<file path="config.mk">
export PLATFORM = sky130hd
export DESIGN_NAME = pid_step_inverted_clamp
export DESIGN_NICKNAME = d
export VERILOG_FILES = /design/src/sv/pidinv_pkg.sv /design/src/sv/pid_step_inverted_clamp.sv /design/src/sv/pidinv_core.sv
export SDC_FILE = /design/constraint.sdc
export NUM_CORES = 2
export LEC_CHECK = 0
export ABC_CLOCK_PERIOD_IN_PS = 22300
export BUFFER_PORTS_ARGS = -buffer_cell sky130_fd_sc_hd__buf_2
export CORE_MARGIN = 2
export CORE_UTILIZATION = 40
export CTS_CLUSTER_SIZE = 14
export DETAILED_ROUTE_END_ITERATION = 8
export PLACE_DENSITY_LB_ADDON = 0.15
export SYNTH_ARGS = -nofsm -noshare
export SYNTH_HDL_FRONTEND = slang
export SYNTH_HIERARCHICAL = 1
export SYNTH_SLANG_ARGS = --single-unit
</file>
<file path="constraint.sdc">
create_clock -name clk -period 22.3 [get_ports clk]
set_clock_uncertainty 0.05 [all_clocks]
set_input_delay 4.46 -clock clk [delete_from_list [all_inputs] [get_ports clk]]
set_output_delay 4.46 -clock clk [all_outputs]
set_load 0.1 [all_outputs]
</file>
<file path="src/sv/pidinv_pkg.sv">
package pidinv_pkg;

	localparam int unsigned FRAC_BITS_DEF = 14;
	localparam int unsigned CFG_IDX_W     = 3;

	localparam logic [15:0] SETPOINT_RST = 16'd3000;
	localparam logic [15:0] GAIN_P_RST   = 16'd500;
	localparam logic [15:0] GAIN_I_RST   = 16'd200;
	localparam logic [15:0] GAIN_D_RST   = 16'd200;
	localparam logic [15:0] OUT_MIN_RST  = 16'd0;
	localparam logic [15:0] OUT_MAX_RST  = 16'h1000;

	typedef enum logic [CFG_IDX_W-1:0] {
		REG_SETPOINT = 3'd0,
		REG_GAIN_P   = 3'd1,
		REG_GAIN_I   = 3'd2,
		REG_GAIN_D   = 3'd3,
		REG_OUT_MIN  = 3'd4,
		REG_OUT_MAX  = 3'd5
	} reg_idx_t;

	typedef struct packed {
		logic [15:0] setpoint;
		logic [15:0] gain_p;
		logic [15:0] gain_i;
		logic [15:0] gain_d;
		logic [15:0] out_min;
		logic [15:0] out_max;
	} cfg_t;

endpackage

</file>
<file path="src/sv/pid_step_inverted_clamp.sv">
// Channel   Dir  Handshake              Payload
// in        in   in_valid / in_stall    measurement[15:0]
// out       out  out_valid / out_stall  drive[15:0]
// cfg       in   cfg_valid / cfg_ready  cfg_index[2:0], cfg_data[15:0]
//
// One request per cycle unless the output stalls. From acceptance to drive:
// input register, then the whole PID step (three 32-bit multiplies, add, shift,
// clamp) into the result register. The integral and drive history update as a
// step leaves the input register. Reset clears the integral and drive history,
// loads the default registers. A stall holds the result and a full input register.
module pid_step_inverted_clamp #(
	parameter int unsigned FRAC_BITS = pidinv_pkg::FRAC_BITS_DEF
) (
	input  logic                                clk,
	input  logic                                arst_n,
	input  logic                                in_valid,
	output logic                                in_stall,
	input  logic [15:0]                         measurement,
	output logic                                out_valid,
	input  logic                                out_stall,
	output logic [15:0]                         drive,
	input  logic                                cfg_valid,
	output logic                                cfg_ready,
	input  logic [pidinv_pkg::CFG_IDX_W-1:0]    cfg_index,
	input  logic [15:0]                         cfg_data
);
	import pidinv_pkg::*;

	cfg_t        cfg_q;
	logic        valid_s1;
	logic [15:0] meas_s1;
	logic        out_valid_q;
	logic [15:0] drive_q;
	logic        advance;
	logic [15:0] drive_next;

	assign cfg_ready = 1'b1;
	assign advance   = valid_s1 && !(out_valid_q && out_stall);
	assign in_stall  = valid_s1 && !advance;
	assign out_valid = out_valid_q;
	assign drive     = drive_q;

	always_ff @(posedge clk or negedge arst_n) begin
		if (!arst_n) begin
			cfg_q.setpoint <= SETPOINT_RST;
			cfg_q.gain_p   <= GAIN_P_RST;
			cfg_q.gain_i   <= GAIN_I_RST;
			cfg_q.gain_d   <= GAIN_D_RST;
			cfg_q.out_min  <= OUT_MIN_RST;
			cfg_q.out_max  <= OUT_MAX_RST;
		end else if (cfg_valid && cfg_ready) begin
			case (reg_idx_t'(cfg_index))
				REG_SETPOINT: cfg_q.setpoint <= cfg_data;
				REG_GAIN_P:   cfg_q.gain_p   <= cfg_data;
				REG_GAIN_I:   cfg_q.gain_i   <= cfg_data;
				REG_GAIN_D:   cfg_q.gain_d   <= cfg_data;
				REG_OUT_MIN:  cfg_q.out_min  <= cfg_data;
				REG_OUT_MAX:  cfg_q.out_max  <= cfg_data;
				default: ;
			endcase
		end
	end

	always_ff @(posedge clk or negedge arst_n) begin
		if (!arst_n) begin
			valid_s1 <= 1'b0;
		end else if (!in_stall) begin
			valid_s1 <= in_valid;
		end
	end

	always_ff @(posedge clk) begin
		if (in_valid && !in_stall) begin
			meas_s1 <= measurement;
		end
	end

	always_ff @(posedge clk or negedge arst_n) begin
		if (!arst_n) begin
			out_valid_q <= 1'b0;
		end else if (advance) begin
			out_valid_q <= 1'b1;
		end else if (!out_stall) begin
			out_valid_q <= 1'b0;
		end
	end

	always_ff @(posedge clk) begin
		if (advance) begin
			drive_q <= drive_next;
		end
	end

	pidinv_core #(
		.FRAC_BITS (FRAC_BITS)
	) u_core (
		.clk         (clk),
		.arst_n      (arst_n),
		.advance     (advance),
		.measurement (meas_s1),
		.cfg         (cfg_q),
		.drive_next  (drive_next)
	);

	a_drive_range: assert property (@(posedge clk) disable iff (!arst_n)
		out_valid_q |-> drive_q <= cfg_q.out_max)
		else $error("drive above out_max");

	a_stall_cause: assert property (@(posedge clk) disable iff (!arst_n)
		in_stall |-> valid_s1 && out_valid_q && out_stall)
		else $error("input stalled with room downstream");

	a_step_lands: assert property (@(posedge clk) disable iff (!arst_n)
		advance |=> out_valid_q && drive_q == $past(drive_next))
		else $error("step result not captured");

endmodule

</file>
<file path="src/sv/pidinv_core.sv">
module pidinv_core #(
	parameter int unsigned FRAC_BITS = pidinv_pkg::FRAC_BITS_DEF
) (
	input  logic               clk,
	input  logic               arst_n,
	input  logic               advance,
	input  logic [15:0]        measurement,
	input  pidinv_pkg::cfg_t   cfg,
	output logic [15:0]        drive_next
);
	import pidinv_pkg::*;

	logic [31:0]        integral_q;
	logic [15:0]        drive_now_q;
	logic [15:0]        drive_prev_q;

	logic [31:0]        err;
	logic [31:0]        p_term;
	logic [31:0]        i_prod;
	logic signed [31:0] i_inc;
	logic [31:0]        integral_next;
	logic [31:0]        d_diff;
	logic [31:0]        d_term;
	logic [31:0]        sum;
	logic signed [31:0] shifted;
	logic signed [31:0] lo;
	logic signed [31:0] hi;
	logic signed [31:0] clamp_lo;
	logic signed [31:0] clamped;

	always_comb begin
		err           = {16'd0, measurement} - {16'd0, cfg.setpoint};
		p_term        = err * {16'd0, cfg.gain_p};
		i_prod        = err * {16'd0, cfg.gain_i};
		i_inc         = $signed(i_prod) >>> FRAC_BITS;
		integral_next = integral_q + i_inc;
		d_diff        = {16'd0, drive_now_q} - {16'd0, drive_prev_q};
		d_term        = d_diff * {16'd0, cfg.gain_d};
		sum           = p_term + integral_next + d_term;
		shifted       = $signed(sum) >>> FRAC_BITS;
		lo            = $signed({16'd0, cfg.out_min});
		hi            = $signed({16'd0, cfg.out_max});
		// min first, then max: max wins when the limits cross
		clamp_lo      = (shifted < lo) ? lo : shifted;
		clamped       = (clamp_lo > hi) ? hi : clamp_lo;
		drive_next    = cfg.out_max - clamped[15:0];
	end

	always_ff @(posedge clk or negedge arst_n) begin
		if (!arst_n) begin
			integral_q   <= '0;
			drive_now_q  <= '0;
			drive_prev_q <= '0;
		end else if (advance) begin
			integral_q   <= integral_next;
			drive_prev_q <= drive_now_q;
			drive_now_q  <= drive_next;
		end
	end

	a_drive_shift: assert property (@(posedge clk) disable iff (!arst_n)
		advance |=> drive_prev_q == $past(drive_now_q) && drive_now_q == $past(drive_next))
		else $error("drive history not shifted on step");

	a_state_hold: assert property (@(posedge clk) disable iff (!arst_n)
		!advance |=> $stable(integral_q) && $stable(drive_now_q))
		else $error("controller state changed without a step");

endmodule
</file>
[Yosys cells after proc, flatten, opt, wreduce, memory -nomap -nowiden]
Cells that the tools add are included.
Operators by class
  order comparisons: 2
  $mul: 3
  eq/ne operators: 6
  multiplexer cells: 4
  add/sub/neg operators: 6
  reductions and logical operators: 14
Operators with widths (number)
  adder 32 bit: 3
  multiplier 32 x 16 -> 32 bit: 3
  subtractor 16 x 16 -> 17 bit: 2
  greater-than comparator 32 x 17 -> 1 bit: 1
  2-to-1 mux 32 bit: 1
  < comparator 18 x 17 -> 1 bit: 1
  2-to-1 mux 16 bit: 1
  subtractor 16 bit: 1
  AND reduction 2 bit: 6
  equality test 3 x 2 -> 1 bit, second input constant: 2
  equality test 3 bit, second input constant: 2
  logical AND 1 bit: 4
  equality test 3 x 1 -> 1 bit, second input constant: 1
  zero test 1 bit: 3
  zero test 3 bit: 1
  2-to-1 mux 1 bit: 2
  inequality test 2 x 1 -> 1 bit, second input constant: 1
Word-level totals
  flip-flop bits (word level): 194
  word-level logic and storage cells: 48

[Depth between registers and ports, before layout]
  word-level depth: 10
  depth in mapped cells: 111
  depth with buffers taken out: 105

[Hierarchy]
Netlist, hierarchy kept.
By module, submodules not included
  pidinv_core: area an instance 38872.3 sq um, times used 1, cells each 4415
  pid_step_inverted_clamp: area an instance 4765.8 sq um, times used 1, cells each 250

[Worst setup path before layout]
OpenSTA, ideal clock, no wires.
  path type: register -> register
  start point: register cfg_q[81] in the netlist's numbering
  end point: register u_core.drive_now_q[14]
  arrival: 21552 ps
  setup time: 125 ps
  cell stages (with the launch flop): 107
  path slack: 573 ps
  data required time: 22125 ps
  path buffers: 6
  cells stage by stage: dfrtp_1 inv_1 ha_1 nor2b_1 o21ai_0 a21boi_1 o21ai_0 a21boi_1 o21ai_0 a21o_1 nand2b_1 xor2_1 clkbuf_1 nand2_1 fa_1 fa_1 fa_1 fa_1 [... 71 more ...] buf_4 buf_2 nor2_1 a21oi_1 ha_1 inv_1 fa_1 a21o_1 a21oi_1 o21bai_1 a21oi_1 o21ai_0 a21oi_1 o21ai_0 a311o_1 a31oi_1 xnor2_1 mux2_2
On the way
  word-level cells in the longest chain between the ends: 10
Ends and longest elaborated chain
  start: declaration: RTL line pid_step_inverted_clamp.sv:29  | cfg_t cfg_q;
  subtractor 16 x 16 -> 17 bit (*): RTL line pidinv_core.sv:32  | err = {16'd0, measurement} - {16'd0, cfg.setpoint};
  multiplier 32 x 16 -> 32 bit: RTL line pidinv_core.sv:34  | i_prod = err * {16'd0, cfg.gain_i};
  adder 32 bit: RTL line pidinv_core.sv:36  | integral_next = integral_q + i_inc;
  adder 32 bit (*) (2 in series): RTL line pidinv_core.sv:39  | sum = p_term + integral_next + d_term;
  < comparator 18 x 17 -> 1 bit: RTL line pidinv_core.sv:44  | clamp_lo = (shifted < lo) ? lo : shifted;
  2-to-1 mux 32 bit (*): RTL line pidinv_core.sv:44
  greater-than comparator 32 x 17 -> 1 bit: RTL line pidinv_core.sv:45  | clamped = (clamp_lo > hi) ? hi : clamp_lo;
  2-to-1 mux 16 bit (*): RTL line pidinv_core.sv:45
  subtractor 16 bit (*): RTL line pidinv_core.sv:46  | drive_next = cfg.out_max - clamped[15:0];
  named net drive_next[14]: RTL line pid_step_inverted_clamp.sv:35  | logic [15:0] drive_next;
  end signal: assignment: RTL line pidinv_core.sv:57  | drive_now_q <= drive_next;
  end: declaration: RTL line pidinv_core.sv:14  | logic [15:0] drive_now_q;
Mark *: on every way through the listed nets, which the timed path passes. The rest lies on a longest branch.
A chain may end at the register's enable or synchronous reset.

[Final worst setup path]
Same ends and word-level chain as after synthesis.

==> impl_results.md <==
- Synthesized instance count: 4665
- Fin. Hold Viols: 0
- Critical Path Start Type: flip-flop
- CP max stage cell: fa_1
- Hold WC Path Type: reg2reg
- WL final: 114700 um
- Yosys reg bits: 194
- Worst EP arrival: 21.66 ns
- Routability cong.: 0.9177
- FFs w/ async S/R, synth: between 80% and 90%
- Clock Latency Late Sink: 0.51 ns
- Fmax: 46.91 MHz
- Yosys warns: 6
- Vias in the first global route: 32260
- PortBufs: 57
- CTS tree: built
- Top post-synthesis cells by area: fa_1 (41%), inv_1 (9.6%), ha_1 (9.6%)
- Clk buf depth: 2
- CTS Sinks: 194
- 1st-iter DRT viols: 1428
- Most used cell, CP: fa_1
- DP Wirelength: 96780 um
- Max_cap viols: 0
- Leading area contributor after synthesis: fa_1
- Worst-Margin Slew: 1.127 ns
- Period utilisation layout: 95.59%
- # IOs: 59
- Final Worst Setup Slack: roughly 0.98 ns
- Per-cell routed wire length: between 15 and 20 um
- Gr usage total: between 20% and 30%
- Gr ovfl total: 0
- Die height: 334.3 um
- Multi-input logic area: 34130 um2
- Root Driver: clkbuf_16
- Via/cell ratio: 4.925
- First-pass GRT wire length: 186800 um
- Final core occ: 43.26%
- Max-Slew Margin vs Limit: between 20% and 30%
- Crit-path max FO: 6
- Critical path data required time: 22.64 ns
- Synth cell types: 89
- Starting Density: 40.20%
- Pre-Repair DR Iteration Count: 5
- Status: completed
- Flip-flop and latch area: 5040 um2
- Total Die Area: 111800 um2
- H-Tree Depth: 4
- Mapped Area: ~44000 um2
- Syn nets: 5930
- Core area: 108600 um2
- Post-synth EDFFs: 32
- Critical path class: reg2reg
- Worst slack at placement: -0.2788 ns
- Top-area cell type share of the netlist area: about two fifths
- Post-synthesis sequential area ratio: roughly 12%
- Worst hold slack: 0.4535 ns
- Die X-Extent: 334.3 um
- Area growth, synth to finish: 7.601%
- Hold Buf Count CTS: 0
- Slowest stage delay, CP: 0.55 ns
- # rows: 121
- Post-route ant nets: 0
- Largest net degree at the start of global routing: 76
- Fin nets: 5917
- TritonCTS buffer count: 17
- Initial antenna violation count: 3
- DR vias: between 20000 and 30000
- Mapped Avg Cell Area: 9.354 um2
- Fillers: roughly 11000
- # DRC: 0
- Reg clk slew, reported paths: 0.09 ns
- Crit end category: flip-flop
- Top cells by count, synth: inv_1 (1118), fa_1 (890), nand2_1 (576)
- Min cycle time layout: between 20 and 25 ns
- Share of layout cells above drive strength 1: 10.42%
- Most common flop cell mapped by yosys: dfrtp_1
- Most numerous cell in the Yosys netlist: inv_1
- Final slew viol count: 0
- Final setup violating endpoints: 0
[worst paths after layout]
path,from,to,slack (ns),cells after the start
worst min-delay path,valid_s1,out_valid,0.45,1
worst min register to register,valid_s1,out_valid,0.45,1
worst max register to register,cfg_q[81],u_core/drive_now_q[14],0.98,100
max in group asynchronous,arst_n,u_core/integral_q[7],16.37,3
min in group asynchronous,arst_n,cfg_q[40],3.91,1
worst max-delay path,cfg_q[81],u_core/drive_now_q[14],0.98,100
[flip-flops by register name (all words and copies together) (netlist names)]
| register | cells |
|---|---|
| cfg_q | 96 |
| drive | 16 |
| meas_s1 | 16 |
| out_valid | 1 |
| u_core/drive_now_q | 16 |
| u_core/drive_prev_q | 16 |
| u_core/integral_q | 32 |
| valid_s1 | 1 |
[kinds of logic (layout without fill, tap and decap cells)]
family                   count (synthesis)  after routing  share of synthesized area [%]
flip-flops                             194            194                          11.55
adder cells (fa/ha/maj)               1225           1225                          50.43
XOR/XNOR                               136            136                          2.778
AND/OR/NAND/NOR                       1237           1237                          13.99
buffers and inverters                 1328           1328                          11.60
other                                    1              3                       0.008593
multiplexers                           141            141                          3.601
AO/OA/AOI/OAI                          403            403                          6.036
[layout by cell type, fill, tap and decap left out, types with 7 or more instances in the layout]
cell type / count
buf_2: 57
nor2_1: 76
a31oi_1: 8
ha_1: 329
nand2b_1: 37
nand4_1: 14
buf_4: 115
xnor2_1: 82
o211ai_1: 36
and2_1: 289
xnor2_2: 13
clkbuf_16: 17
and3_1: 11
o21ai_2: 7
a21o_1: 47
mux2_2: 124
o21bai_1: 7
dfrtp_1: 142
xor2_2: 11
o21ai_1: 11
or2_2: 7
dfstp_2: 20
edfxtp_1: 32
mux2i_1: 15
a21oi_1: 80
nor2_2: 7
nand3_1: 50
fa_1: 884
nand2_1: 576
a311oi_1: 14
a21oi_2: 15
inv_1: 1116
xor2_1: 28
o21ai_0: 88
nor4_1: 18
nor2b_1: 99
nor3_1: 18
o21a_1: 21
[per-layer routing]
metal | up-vias | wire length [um] | track usage (%)
li1 | 13970 | - | -
met1 | 15410 | 54800 | 30.35
met2 | 475 | 54510 | 35.82
met3 | 95 | 3679 | 2.435
met4 | 0 | 1743 | 3.977
met5 | - | 0 | 0
[what timing repair did]
| action | in CTS | in global routing |
|---|---|---|
| endpoints found under the hold margin | 0 | 0 |
| setup buffers | 0 | 22 |
| gates resized for setup | 9 | 104 |
| pin swaps | 1 | 45 |
| endpoints found under the setup margin | 10 | 26 |
[cell type report]
| type | count | share of cell area (%) |
|---|---|---|
| repair buffers | 177 | 2.574 |
| clock buffers | 17 | 0.9060 |
| multi-input cells | 3143 | 72.68 |
| diodes | 2 | 0.01066 |
| well taps | 1414 | 3.768 |
| flip-flops and latches | 194 | 10.73 |
| clock inverters | 15 | 0.3810 |
| inverters | 1119 | 8.951 |
[per-stage QoR]
step	cells	instance area, um2	setup TNS [ns]
after floorplan	4665	43640	0
after global placement	6025	45710	-0.1040
after detailed placement	6025	45710	-0.8224
after CTS	6057	46360	0
after global routing	6079	46950	-0.2551
final	6081	46960	0
[critical path: cells and delay by family, from the launching register on]
kind / cells / cell delay, ns
muxes: 1 / 0.26
AOI/OAI and AO/OA: 44 / 7.34
adders and majority gates: 22 / 9.05
DFF: 1 / 0.40
and+or+nand+nor: 15 / 2.35
xor gates and xnor gates: 5 / 0.82
buffers and inverters: 13 / 0.93
Power is not shown: default switching activity piles up to over one toggle a cycle in this logic, so the estimate is an artifact.
